### src/apf_pkg.sv
// ----------------------------------------------------------------------------
// apf_pkg
// Shared constants, register indexes and control types for the second-order
// allpass filter.
// ----------------------------------------------------------------------------
`default_nettype none

package apf_pkg;

    localparam int CHANNELS_DEF       = 2;
    localparam int SAMPLE_BITS_DEF    = 24;
    localparam int COEF_FRAC_BITS_DEF = 16;

    // coefficient reset values, given in Q2.16 and rescaled at elaboration
    localparam longint COEF_C_RESET_Q16 = -57476;
    localparam longint COEF_D_RESET_Q16 = -64975;
    localparam int     RESET_FRAC_BITS  = 16;

    // configuration register indexes
    localparam int                CFG_INDEX_W = 2;
    localparam [CFG_INDEX_W-1:0]  REG_COEF_C  = 2'd0;
    localparam [CFG_INDEX_W-1:0]  REG_COEF_D  = 2'd1;

    // operand selections for the shared multiplier
    localparam int              MUL_SEL_W   = 2;
    localparam [MUL_SEL_W-1:0]  MUL_D_ONEMC = 2'd0;  // d * (1 - c)
    localparam [MUL_SEL_W-1:0]  MUL_K_H1    = 2'd1;  // k * h1
    localparam [MUL_SEL_W-1:0]  MUL_C_H2    = 2'd2;  // c * h2
    localparam [MUL_SEL_W-1:0]  MUL_C_H     = 2'd3;  // c * h

    typedef struct packed {
        logic                 load;
        logic                 mul_en;
        logic [MUL_SEL_W-1:0] mul_sel;
        logic                 k_en;
        logic                 acc_en;
        logic                 h_en;
        logic                 y_en;
    } ctrl_t;

endpackage

`default_nettype wire

### src/apf_mul.sv
// ----------------------------------------------------------------------------
// apf_mul
// Shared signed multiplier with a registered product.
// ----------------------------------------------------------------------------
`default_nettype none

module apf_mul #(
    parameter int A_W = 20,
    parameter int B_W = 28
) (
    input  wire logic                     clk,
    input  wire logic                     en,
    input  wire logic signed [A_W-1:0]    a,
    input  wire logic signed [B_W-1:0]    b,
    output logic signed [A_W+B_W-1:0]     prod
);

    logic signed [A_W+B_W-1:0] prod_reg;
    logic signed [A_W+B_W-1:0] prod_next;

    assign prod_next = (A_W+B_W)'(a) * (A_W+B_W)'(b);

    always_ff @(posedge clk)
    begin
        if (en)
        begin
            prod_reg <= prod_next;
        end
    end

    assign prod = prod_reg;

endmodule

`default_nettype wire

### src/apf_seq.sv
// ----------------------------------------------------------------------------
// apf_seq
// Step sequencer: accepts a word, walks the multiply/accumulate steps and
// hands the result to the output register.
// ----------------------------------------------------------------------------
`default_nettype none

module apf_seq (
    input  wire logic     clk,
    input  wire logic     rst_n,
    input  wire logic     s_tvalid,
    output logic          s_tready,
    output logic          m_tvalid,
    input  wire logic     m_tready,
    output apf_pkg::ctrl_t ctrl
);

    localparam logic [2:0] ST_IDLE = 3'd0;
    localparam logic [2:0] ST_MK   = 3'd1;
    localparam logic [2:0] ST_RK   = 3'd2;
    localparam logic [2:0] ST_MKH1 = 3'd3;
    localparam logic [2:0] ST_MCH2 = 3'd4;
    localparam logic [2:0] ST_H    = 3'd5;
    localparam logic [2:0] ST_MCH  = 3'd6;
    localparam logic [2:0] ST_Y    = 3'd7;

    logic [2:0] state_reg;
    logic [2:0] state_next;
    logic       m_tvalid_reg;
    logic       m_tvalid_next;
    logic       out_free;

    assign out_free = !m_tvalid_reg || m_tready;
    assign s_tready = (state_reg == ST_IDLE);
    assign m_tvalid = m_tvalid_reg;

    always_comb
    begin
        ctrl         = '0;
        ctrl.mul_sel = apf_pkg::MUL_D_ONEMC;
        state_next   = state_reg;
        case (state_reg)
            ST_IDLE:
            begin
                if (s_tvalid)
                begin
                    ctrl.load  = 1'b1;
                    state_next = ST_MK;
                end
            end
            ST_MK:
            begin
                ctrl.mul_en  = 1'b1;
                ctrl.mul_sel = apf_pkg::MUL_D_ONEMC;
                state_next   = ST_RK;
            end
            ST_RK:
            begin
                ctrl.k_en  = 1'b1;
                state_next = ST_MKH1;
            end
            ST_MKH1:
            begin
                ctrl.mul_en  = 1'b1;
                ctrl.mul_sel = apf_pkg::MUL_K_H1;
                state_next   = ST_MCH2;
            end
            ST_MCH2:
            begin
                ctrl.mul_en  = 1'b1;
                ctrl.mul_sel = apf_pkg::MUL_C_H2;
                ctrl.acc_en  = 1'b1;
                state_next   = ST_H;
            end
            ST_H:
            begin
                ctrl.h_en  = 1'b1;
                state_next = ST_MCH;
            end
            ST_MCH:
            begin
                ctrl.mul_en  = 1'b1;
                ctrl.mul_sel = apf_pkg::MUL_C_H;
                state_next   = ST_Y;
            end
            ST_Y:
            begin
                // hold here until the output register can take the word
                if (out_free)
                begin
                    ctrl.y_en  = 1'b1;
                    state_next = ST_IDLE;
                end
            end
            default:
            begin
                state_next = ST_IDLE;
            end
        endcase
    end

    always_comb
    begin
        if (ctrl.y_en)
        begin
            m_tvalid_next = 1'b1;
        end
        else if (m_tready)
        begin
            m_tvalid_next = 1'b0;
        end
        else
        begin
            m_tvalid_next = m_tvalid_reg;
        end
    end

    always_ff @(posedge clk or negedge rst_n)
    begin
        if (!rst_n)
        begin
            state_reg    <= ST_IDLE;
            m_tvalid_reg <= 1'b0;
        end
        else
        begin
            state_reg    <= state_next;
            m_tvalid_reg <= m_tvalid_next;
        end
    end

endmodule

`default_nettype wire

### src/second_order_allpass_filter_top.sv
// ----------------------------------------------------------------------------
// second_order_allpass_filter_top
// Per-channel second-order allpass filter, h = x - k*h1 + c*h2,
// y = -c*h + k*h1 + h2 with k = d*(1-c), on one shared multiplier.
// ----------------------------------------------------------------------------
//  channel   dir  handshake          payload
//  s_*       in   s_tvalid/s_tready  tuser: channel, tdata: sample_in
//  m_*       out  m_tvalid/m_tready  tuser: channel_out, tdata: sample_out
//  cfg_*     in   cfg_valid/cfg_ready cfg_index, cfg_data (coef_c, coef_d)
//
//  A word takes the accepting idle cycle plus seven steps with four
//  multiplier passes; its result is registered in the final step.
//  s_tready is high only in idle; a result waiting in the output register
//  stalls only the final step of the next word.
//  Reset clears both delay words of every channel and loads the default
//  coefficients. cfg_ready is always high.
// ----------------------------------------------------------------------------
`default_nettype none

module second_order_allpass_filter_top #(
    parameter int CHANNELS       = apf_pkg::CHANNELS_DEF,
    parameter int SAMPLE_BITS    = apf_pkg::SAMPLE_BITS_DEF,
    parameter int COEF_FRAC_BITS = apf_pkg::COEF_FRAC_BITS_DEF,
    localparam int DATA_W        = ((SAMPLE_BITS + 7) / 8) * 8,
    localparam int COEF_BITS     = COEF_FRAC_BITS + 2
) (
    input  wire logic                            clk,
    input  wire logic                            rst_n,
    input  wire logic                            s_tvalid,
    output logic                                 s_tready,
    input  wire logic [DATA_W-1:0]               s_tdata,   // [SAMPLE_BITS-1:0] sample_in
    input  wire logic                            s_tuser,   // [0] channel
    output logic                                 m_tvalid,
    input  wire logic                            m_tready,
    output logic [DATA_W-1:0]                    m_tdata,   // [SAMPLE_BITS-1:0] sample_out
    output logic                                 m_tuser,   // [0] channel_out
    input  wire logic                            cfg_valid,
    output logic                                 cfg_ready,
    input  wire logic [apf_pkg::CFG_INDEX_W-1:0] cfg_index,
    input  wire logic [COEF_BITS-1:0]            cfg_data
);

    localparam int F        = COEF_FRAC_BITS;
    localparam int DLY_W    = SAMPLE_BITS + 4;
    localparam int K_W      = F + 4;
    localparam int A_W      = K_W;
    localparam int B_W      = (DLY_W > COEF_BITS + 1) ? DLY_W : COEF_BITS + 1;
    localparam int P_W      = A_W + B_W;
    localparam int ACC_W    = P_W + 2;
    localparam int CH_IDX_W = (CHANNELS > 1) ? $clog2(CHANNELS) : 1;

    localparam longint C_RST_L = (F >= apf_pkg::RESET_FRAC_BITS)
        ? apf_pkg::COEF_C_RESET_Q16 <<< (F - apf_pkg::RESET_FRAC_BITS)
        : apf_pkg::COEF_C_RESET_Q16 >>> (apf_pkg::RESET_FRAC_BITS - F);
    localparam longint D_RST_L = (F >= apf_pkg::RESET_FRAC_BITS)
        ? apf_pkg::COEF_D_RESET_Q16 <<< (F - apf_pkg::RESET_FRAC_BITS)
        : apf_pkg::COEF_D_RESET_Q16 >>> (apf_pkg::RESET_FRAC_BITS - F);
    localparam logic [COEF_BITS-1:0] C_RST = COEF_BITS'(C_RST_L);
    localparam logic [COEF_BITS-1:0] D_RST = COEF_BITS'(D_RST_L);

    localparam logic signed [COEF_BITS:0] ONE_Q = (COEF_BITS+1)'(1) <<< F;
    localparam logic signed [ACC_W-1:0]   HALF  = ACC_W'(1) <<< (F - 1);

    localparam logic signed [ACC_W-1:0] DLY_MAX =
        {{(ACC_W-DLY_W+1){1'b0}}, {(DLY_W-1){1'b1}}};
    localparam logic signed [ACC_W-1:0] DLY_MIN = ~DLY_MAX;
    localparam logic signed [ACC_W-1:0] SMP_MAX =
        {{(ACC_W-SAMPLE_BITS+1){1'b0}}, {(SAMPLE_BITS-1){1'b1}}};
    localparam logic signed [ACC_W-1:0] SMP_MIN = ~SMP_MAX;

    apf_pkg::ctrl_t ctrl;

    logic signed [COEF_BITS-1:0]   coef_c_reg;
    logic signed [COEF_BITS-1:0]   coef_d_reg;
    logic signed [DLY_W-1:0]       delay_one_reg [CHANNELS];
    logic signed [DLY_W-1:0]       delay_two_reg [CHANNELS];

    logic signed [SAMPLE_BITS-1:0] x_reg;
    logic                          ch_reg;
    logic [CH_IDX_W-1:0]           idx_reg;
    logic [CH_IDX_W-1:0]           in_idx;
    logic signed [DLY_W-1:0]       h1_reg;
    logic signed [DLY_W-1:0]       h2_reg;
    logic signed [K_W-1:0]         k_reg;
    logic signed [K_W-1:0]         k_next;
    logic signed [P_W-1:0]         kh1_reg;
    logic signed [ACC_W-1:0]       acc_reg;
    logic signed [ACC_W-1:0]       acc_next;
    logic signed [DLY_W-1:0]       h_reg;
    logic signed [DLY_W-1:0]       h_next;
    logic signed [ACC_W-1:0]       h_sum;
    logic signed [ACC_W-1:0]       h_rnd;
    logic signed [ACC_W-1:0]       y_sum;
    logic signed [ACC_W-1:0]       y_rnd;
    logic signed [SAMPLE_BITS-1:0] y_reg;
    logic signed [SAMPLE_BITS-1:0] y_next;
    logic                          ch_out_reg;

    logic signed [COEF_BITS:0]     one_minus_c;
    logic signed [A_W-1:0]         mul_a;
    logic signed [B_W-1:0]         mul_b;
    logic signed [P_W-1:0]         prod;

    assign cfg_ready = 1'b1;

    always_ff @(posedge clk or negedge rst_n)
    begin
        if (!rst_n)
        begin
            coef_c_reg <= C_RST;
            coef_d_reg <= D_RST;
        end
        else if (cfg_valid)
        begin
            if (cfg_index == apf_pkg::REG_COEF_C)
            begin
                coef_c_reg <= cfg_data;
            end
            else if (cfg_index == apf_pkg::REG_COEF_D)
            begin
                coef_d_reg <= cfg_data;
            end
        end
    end

    apf_seq u_seq (
        .clk      (clk),
        .rst_n    (rst_n),
        .s_tvalid (s_tvalid),
        .s_tready (s_tready),
        .m_tvalid (m_tvalid),
        .m_tready (m_tready),
        .ctrl     (ctrl)
    );

    // channel modulo CHANNELS; the field is one bit wide
    assign in_idx = (CHANNELS > 1) ? CH_IDX_W'(s_tuser) : '0;

    // shared multiplier operands
    assign one_minus_c = ONE_Q - (COEF_BITS+1)'(coef_c_reg);

    always_comb
    begin
        case (ctrl.mul_sel)
            apf_pkg::MUL_D_ONEMC:
            begin
                mul_a = A_W'(coef_d_reg);
                mul_b = B_W'(one_minus_c);
            end
            apf_pkg::MUL_K_H1:
            begin
                mul_a = A_W'(k_reg);
                mul_b = B_W'(h1_reg);
            end
            apf_pkg::MUL_C_H2:
            begin
                mul_a = A_W'(coef_c_reg);
                mul_b = B_W'(h2_reg);
            end
            apf_pkg::MUL_C_H:
            begin
                mul_a = A_W'(coef_c_reg);
                mul_b = B_W'(h_reg);
            end
            default:
            begin
                mul_a = '0;
                mul_b = '0;
            end
        endcase
    end

    apf_mul #(
        .A_W (A_W),
        .B_W (B_W)
    ) u_mul (
        .clk  (clk),
        .en   (ctrl.mul_en),
        .a    (mul_a),
        .b    (mul_b),
        .prod (prod)
    );

    // round half up then floor by 2^F
    assign k_next   = K_W'((ACC_W'(prod) + HALF) >>> F);
    assign acc_next = (ACC_W'(x_reg) <<< F) - ACC_W'(prod);

    assign h_sum  = acc_reg + ACC_W'(prod);
    assign h_rnd  = (h_sum + HALF) >>> F;
    assign h_next = (h_rnd > DLY_MAX) ? DLY_W'(DLY_MAX) :
                    (h_rnd < DLY_MIN) ? DLY_W'(DLY_MIN) : DLY_W'(h_rnd);

    assign y_sum  = (ACC_W'(h2_reg) <<< F) + ACC_W'(kh1_reg) - ACC_W'(prod);
    assign y_rnd  = (y_sum + HALF) >>> F;
    assign y_next = (y_rnd > SMP_MAX) ? SAMPLE_BITS'(SMP_MAX) :
                    (y_rnd < SMP_MIN) ? SAMPLE_BITS'(SMP_MIN) : SAMPLE_BITS'(y_rnd);

    always_ff @(posedge clk)
    begin
        if (ctrl.load)
        begin
            x_reg   <= s_tdata[SAMPLE_BITS-1:0];
            ch_reg  <= s_tuser;
            idx_reg <= in_idx;
            h1_reg  <= delay_one_reg[in_idx];
            h2_reg  <= delay_two_reg[in_idx];
        end
        if (ctrl.k_en)
        begin
            k_reg <= k_next;
        end
        if (ctrl.acc_en)
        begin
            acc_reg <= acc_next;
            kh1_reg <= prod;
        end
        if (ctrl.h_en)
        begin
            h_reg <= h_next;
        end
        if (ctrl.y_en)
        begin
            y_reg      <= y_next;
            ch_out_reg <= ch_reg;
        end
    end

    always_ff @(posedge clk or negedge rst_n)
    begin
        if (!rst_n)
        begin
            for (int i = 0; i < CHANNELS; i++)
            begin
                delay_one_reg[i] <= '0;
                delay_two_reg[i] <= '0;
            end
        end
        else if (ctrl.y_en)
        begin
            delay_one_reg[idx_reg] <= h_reg;
            delay_two_reg[idx_reg] <= h1_reg;
        end
    end

    assign m_tdata = DATA_W'(unsigned'(y_reg));
    assign m_tuser = ch_out_reg;

endmodule

`default_nettype wire
### config.mk
export PLATFORM = sky130hd
export DESIGN_NAME = second_order_allpass_filter_top
export DESIGN_NICKNAME = d
export VERILOG_FILES = /design/src/apf_pkg.sv /design/src/apf_mul.sv /design/src/apf_seq.sv /design/src/second_order_allpass_filter_top.sv
export SDC_FILE = /design/constraint.sdc
export NUM_CORES = 2
export LEC_CHECK = 0
export ABC_AREA = 1
export BUFFER_PORTS_ARGS = -buffer_cell sky130_fd_sc_hd__buf_2
export CAP_MARGIN = 40
export CORE_MARGIN = 8
export CORE_UTILIZATION = 45
export CTS_CLUSTER_SIZE = 20
export DETAILED_ROUTE_END_ITERATION = 10
export GPL_TIMING_DRIVEN = 0
export PLACE_DENSITY = 0.61
export SLEW_MARGIN = 20
export SYNTH_ARGS = -nofsm -noshare
export SYNTH_HDL_FRONTEND = slang
export SYNTH_SLANG_ARGS = --single-unit
### constraint.sdc
create_clock -name clk -period 13.3 [get_ports clk]
set_input_delay 3.325 -clock clk [delete_from_list [all_inputs] [get_ports clk]]
set_output_delay 3.325 -clock clk [all_outputs]
set_load 0.1 [all_outputs]
* Word-level counts from Yosys, hierarchy flattened *
Index checks and enable logic that the tools add are counted.

cells by class
  add/subtract/negate cells = 8
  $mul = 1
  magnitude comparators = 7
  equality and inequality tests = 13
  multiplexer cells = 27
  bitwise gates (word level) = 3
  reductions and logical operators = 11

operator list
  cell                                                                               count
  28-bit 2-to-1 mux                                                                  8
  56-bit bitwise mux                                                                 2
  28-bit case mux with 4 select lines                                                1
  50-bit by 17-bit adder with 50-bit output, second input constant                   2
  20-bit case mux with 3 select lines                                                1
  50-bit by 48-bit adder with 50-bit output                                          1
  49-bit by 48-bit subtractor with 50-bit output                                     1
  44-bit by 48-bit adder with 49-bit output                                          1
  40-bit by 48-bit subtractor with 49-bit output                                     1
  20-bit by 28-bit multiplier with 48-bit output                                     1
  36-bit by 17-bit adder with 36-bit output, second input constant                   1
  34-bit by 24-bit greater-than comparator with 1-bit output, second input constant  1
  34-bit by 28-bit greater-than comparator with 1-bit output, second input constant  1
  34-bit by 24-bit less-than comparator with 1-bit output, second input constant     1
  34-bit by 28-bit less-than comparator with 1-bit output, second input constant     1
  28-bit demux with 1-bit select                                                     1
  24-bit 2-to-1 mux                                                                  1
  3-bit case mux with 8 select lines                                                 1
  18-bit by 18-bit subtractor with 19-bit output, first input constant               1
  3-bit == test, second input constant                                               4
  3-bit case mux with 4 select lines                                                 1
  1-bit 2-to-1 mux                                                                   9
  3-bit by 2-bit == test with 1-bit output, second input constant                    2
  3-bit 2-to-1 mux                                                                   2
  18 further kinds                                                                   24

word-level totals
  register bits after elaboration = 452
  output and inout bits = 28
  logic and storage cells = 89

* Logic depth before layout (Yosys ltp) *
  depth in word-level cells = 6
  mapped depth = 40
  depth with buffers taken out = 40

* Hierarchy *
A second synthesis with hierarchy kept.

unflattened totals
  cells, all modules = 6464
  area, all modules = 50902.6 µm²

modules (own cells, without submodules)
  module                           instances  cells each  area each (µm²)  sequential area each (µm²)
  second_order_allpass_filter_top  1          3275        26716.9          11233.3
  apf_mul                          1          3152        23927.9          1441.4
  apf_seq                          1          37          257.7            100.1

* Worst setup path after synthesis *
Ideal clock, no wire load.

  path type = input port to flip-flop
  start = in s_tvalid
  end = reg h1_reg[0], enable pin
  data arrival time = 8.840 ns
  data required time = 12.680 ns
  path slack = 3.841 ns
  cell stages on the path = 2
  path buffers = 0
  cells stage by stage = inv_1 > nor3_1

RTL lines
  element               line                                    source
  start, declared       second_order_allpass_filter_top.sv:29   input wire logic s_tvalid,
  end signal, assigned  second_order_allpass_filter_top.sv:205  h1_reg <= delay_one_reg[in_idx];
  end, declared         second_order_allpass_filter_top.sv:82   logic signed [DLY_W-1:0] h1_reg;

* Worst setup path after layout *
  start = reg u_seq.state_reg[0]
  end = reg u_mul.prod_reg[41] (netlist: u_mul.prod[41]) (data pin)

between the ends
  longest elaborated chain between the ends = 6

RTL lines
  element                                           line                                    source
  start, declared                                   apf_seq.sv:27                           logic [2:0] state_reg;
  start signal, assigned                            apf_seq.sv:127                          state_reg <= state_next;
  3-bit == test (tied with other cells)             apf_seq.sv:42                           case (state_reg)
  3-bit case mux with 4 select lines *              apf_seq.sv:42
  2-bit == test                                     second_order_allpass_filter_top.sv:144  case (ctrl.mul_sel)
  2-bit OR reduction (no source line)               -
  20-bit case mux with 3 select lines               second_order_allpass_filter_top.sv:144
  20-bit by 28-bit multiplier with 48-bit output *  apf_mul.sv:21                           assign prod_next = (A_W+B_W)'(a) * (A_W+B_W)'(b);
  net u_mul.prod_next[41]                           apf_mul.sv:19                           logic signed [A_W+B_W-1:0] prod_next;
  end signal, assigned                              apf_mul.sv:27                           prod_reg <= prod_next;
  end, declared                                     apf_mul.sv:18                           logic signed [A_W+B_W-1:0] prod_reg;

Mark *: on every way through the listed nets, which the timed path passes. The rest lies on a longest branch.
A chain may end at the register's enable or synchronous reset.

==> results.sh <==
export IMPL_fill_cells=10600
export IMPL_die_x_um=346
export IMPL_cts_max_path_buffers=3
export IMPL_worst_clock_skew_ns=0.0198
export IMPL_via_per_inst=5.25
export IMPL_port_buffers=76
export IMPL_die_h_um=346
export IMPL_drtIter0Drc=3390
export IMPL_worst_slack_ns=3.38
export IMPL_synth_nets=6889
export IMPL_required_ns=13.68
export IMPL_synth_mux_area_frac=0.0129
export IMPL_setup_violations=0
export IMPL_dieArea_um2=120000
export IMPL_core_um2=108000
export IMPL_clock_latency_ns=0.63
export IMPL_wl_per_cell_um=20.6
export IMPL_grt_max_degree=89
export IMPL_antenna_found_initial=4
export IMPL_r2r_start="u_seq.state_reg[0]"
export IMPL_ant_nets=0
export IMPL_crit_type="reg2reg"
export IMPL_rows=121
export IMPL_syn_avg_cell_area_um2=8.26
export IMPL_num_antenna_cells=0
export IMPL_grt_overflow_total=0
export IMPL_area_growth_pct=8.44
export IMPL_period_minus_slack_ns=9.92
export IMPL_cts_hold_buf=0
export IMPL_cp_slowest_cell="fa_1"
export IMPL_crit_path_start_kind="flip-flop"
export IMPL_ys_ff_latch=450
export IMPL_synth_compound_area_frac=0.0733
export IMPL_worst_path_max_fanout=10
export IMPL_hold_viol=0
export IMPL_final_cell_mix="1,339 x inv_1, 1,331 x nand2_1, 605 x nor2_1, 597 x fa_1, 316 x ha_1"
export IMPL_min_path_type="reg2reg"
export IMPL_netlist_instances=5926
export IMPL_clkTransAtPathRegs_ns=0.06
export IMPL_synth_xor_area_share=0.0295
export IMPL_grt_usage=0.257
export IMPL_synth_top_cell_area_share=0.244
export IMPL_ios=78
export IMPL_dp_hpwl_um=131000
export IMPL_min_from="delay_one_reg[36]"
export IMPL_fin_nets=7043
export IMPL_post_place_ws_ns=3.66
export IMPL_gp_congestion=1.01
export IMPL_layout_commonest_cell="inv_1"
export IMPL_maxSlewHeadroom=0.381
export IMPL_yosysWarnings=0
export IMPL_htreeDepth=2
export IMPL_cts_sinks=450
export IMPL_post_dp_cell_area_um2=51400
export IMPL_synthSimpleGateAreaFrac=0.180
export IMPL_postCtsSetupRepairBufs=0
export IMPL_period_share=0.746
export IMPL_yosysSeqAreaShare=0.261
export IMPL_cp_end_kind="flip-flop"
export IMPL_synth_top_family_by_area="adder cells"
export IMPL_worst_slew_pin_transition_ns=0.920
export IMPL_status="finished clean"
export IMPL_slew_violations=0
export IMPL_cts_buffers=50
export IMPL_min_to="delay_one_reg[36]"
export IMPL_hold_path_depth=2
export IMPL_drive_gt1_frac=0.0665
export IMPL_fmax_mhz=101
export IMPL_grt_pass1_wl_um=237000
export IMPL_maxCapViolCount=0
export IMPL_reg2reg_depth=36
export IMPL_synth_top_area_cell="fa_1"
export IMPL_start_util=0.451
export IMPL_cts_resized=0
export IMPL_syn_area_um2=48900
export IMPL_drtPass1Iterations=6
export IMPL_wl_um=155000
export IMPL_synth_area_leaders="fa_1 24%, edfxtp_1 18%, inv_1 10%"
export IMPL_critPathArrivalTime_ns=10.30
export IMPL_timing_rr_end="u_mul.prod[41]"
export IMPL_cts_tree="built"
export IMPL_crit_path_max_incr_delay_ns=0.57
export IMPL_final_cell_area_um2=53000
export IMPL_synth_distinct_cells=57
export IMPL_grt_pass1_vias=39600
export IMPL_root_buffer="clkbuf_16"
export IMPL_worst_path_most_repeated_cell="inv_1"
export IMPL_vias=39600
export IMPL_rsz0062_at_grt="no"
export IMPL_synthAdderAreaFrac=0.325
export IMPL_drcViolationCount=0
export IMPL_regToRegSetupSlack_ns=3.38
cell type report:
class	count	area [um^2]	share of cell area
multi-input combinational	3974	30400	0.573
sequential	450	12800	0.241
inverter	1371	5150	0.0970
tap	1414	1770	0.0333
clock buffer	60	1300	0.0245
timing repair buffer	102	729	0.0138
buffer	131	627	0.0118
clock inverter	30	290	0.00547
layer usage:
| layer | part of all wire | global-route usage |
|---|---|---|
| met2 | 0.46 | 0.422 |
| met4 | 0.044 | 0.0983 |
| met1 | 0.42 | 0.340 |
| met3 | 0.077 | 0.0446 |
| met5 | 0 | 0 |
critical path: cells and delay by family (launching register included):
family          cells  cell delay [ns]
flops               1             0.45
compound gates      5             1.26
buf+inv            11             1.61
simple gates       11             1.90
fa+ha+maj           9             4.43
synthesized netlist by cell type, drive strengths merged:
library cell	instances
inv	1363
nand2	1341
nor2	633
fa	597
ha	316
edfxtp	298
o21ai	261
a21oi	238
dfrtp	134
xor2	106
nand3	105
clkbuf	69
buf	62
xnor2	59
mux2	56
nor3	48
nand4	39
a31oi	31
o21bai	28
dfstp	18
o2111ai	16
o22ai	15
a21o	12
nor4	12
o21a	12
a21boi	10
clkinv	8
and3	7
nand3b	5
or2	5
o211ai	4
o221ai	4
o31ai	4
and2	3
a211oi	1
a22o	1
a22oi	1
a31o	1
conb	1
o311a	1
o311ai	1
logic make-up (layout without fill, tap and decap cells):
| logic type | Yosys count | after routing |
|---|---|---|
| simple gates | 2198 | 2198 |
| flops | 450 | 450 |
| mux | 56 | 56 |
| compound gates | 641 | 641 |
| xor+xnor | 165 | 165 |
| buf+inv | 1502 | 1694 |
| other cells | 1 | 1 |
| fa+ha+maj | 913 | 913 |
how the worst max path moves through the flow:
stage                       startpoint        endpoint  slack (ns)  depth (start not counted)
finish              u_seq.state_reg[0]  u_mul.prod[41]        3.38                         36
global route        u_seq.state_reg[0]  u_mul.prod[41]        2.94                         36
CTS                 u_seq.state_reg[0]  u_mul.prod[41]        3.64                         32
detailed placement  u_seq.state_reg[0]  u_mul.prod[41]        3.66                         32
global placement              s_tvalid       x_reg[23]       -0.40                          3
floorplan                     s_tvalid       h1_reg[0]        3.84                          2
metrics by stage:
stage / util / cells / hold slack, ns / TNS (ns)
2_1_floorplan: - / 5926 / 0.448 / 0
3_3_place_gp: 0.471 / 7416 / 0.460 / -31.51
3_5_place_dp: 0.474 / 7439 / 0.467 / 0
4_1_cts: 0.489 / 7529 / 0.483 / 0
5_1_grt: 0.489 / 7532 / 0.498 / 0
6_report: 0.489 / 7532 / 0.476 / 0
Power is not shown: default switching activity piles up to over one toggle a cycle in this logic, so the estimate is an artifact.
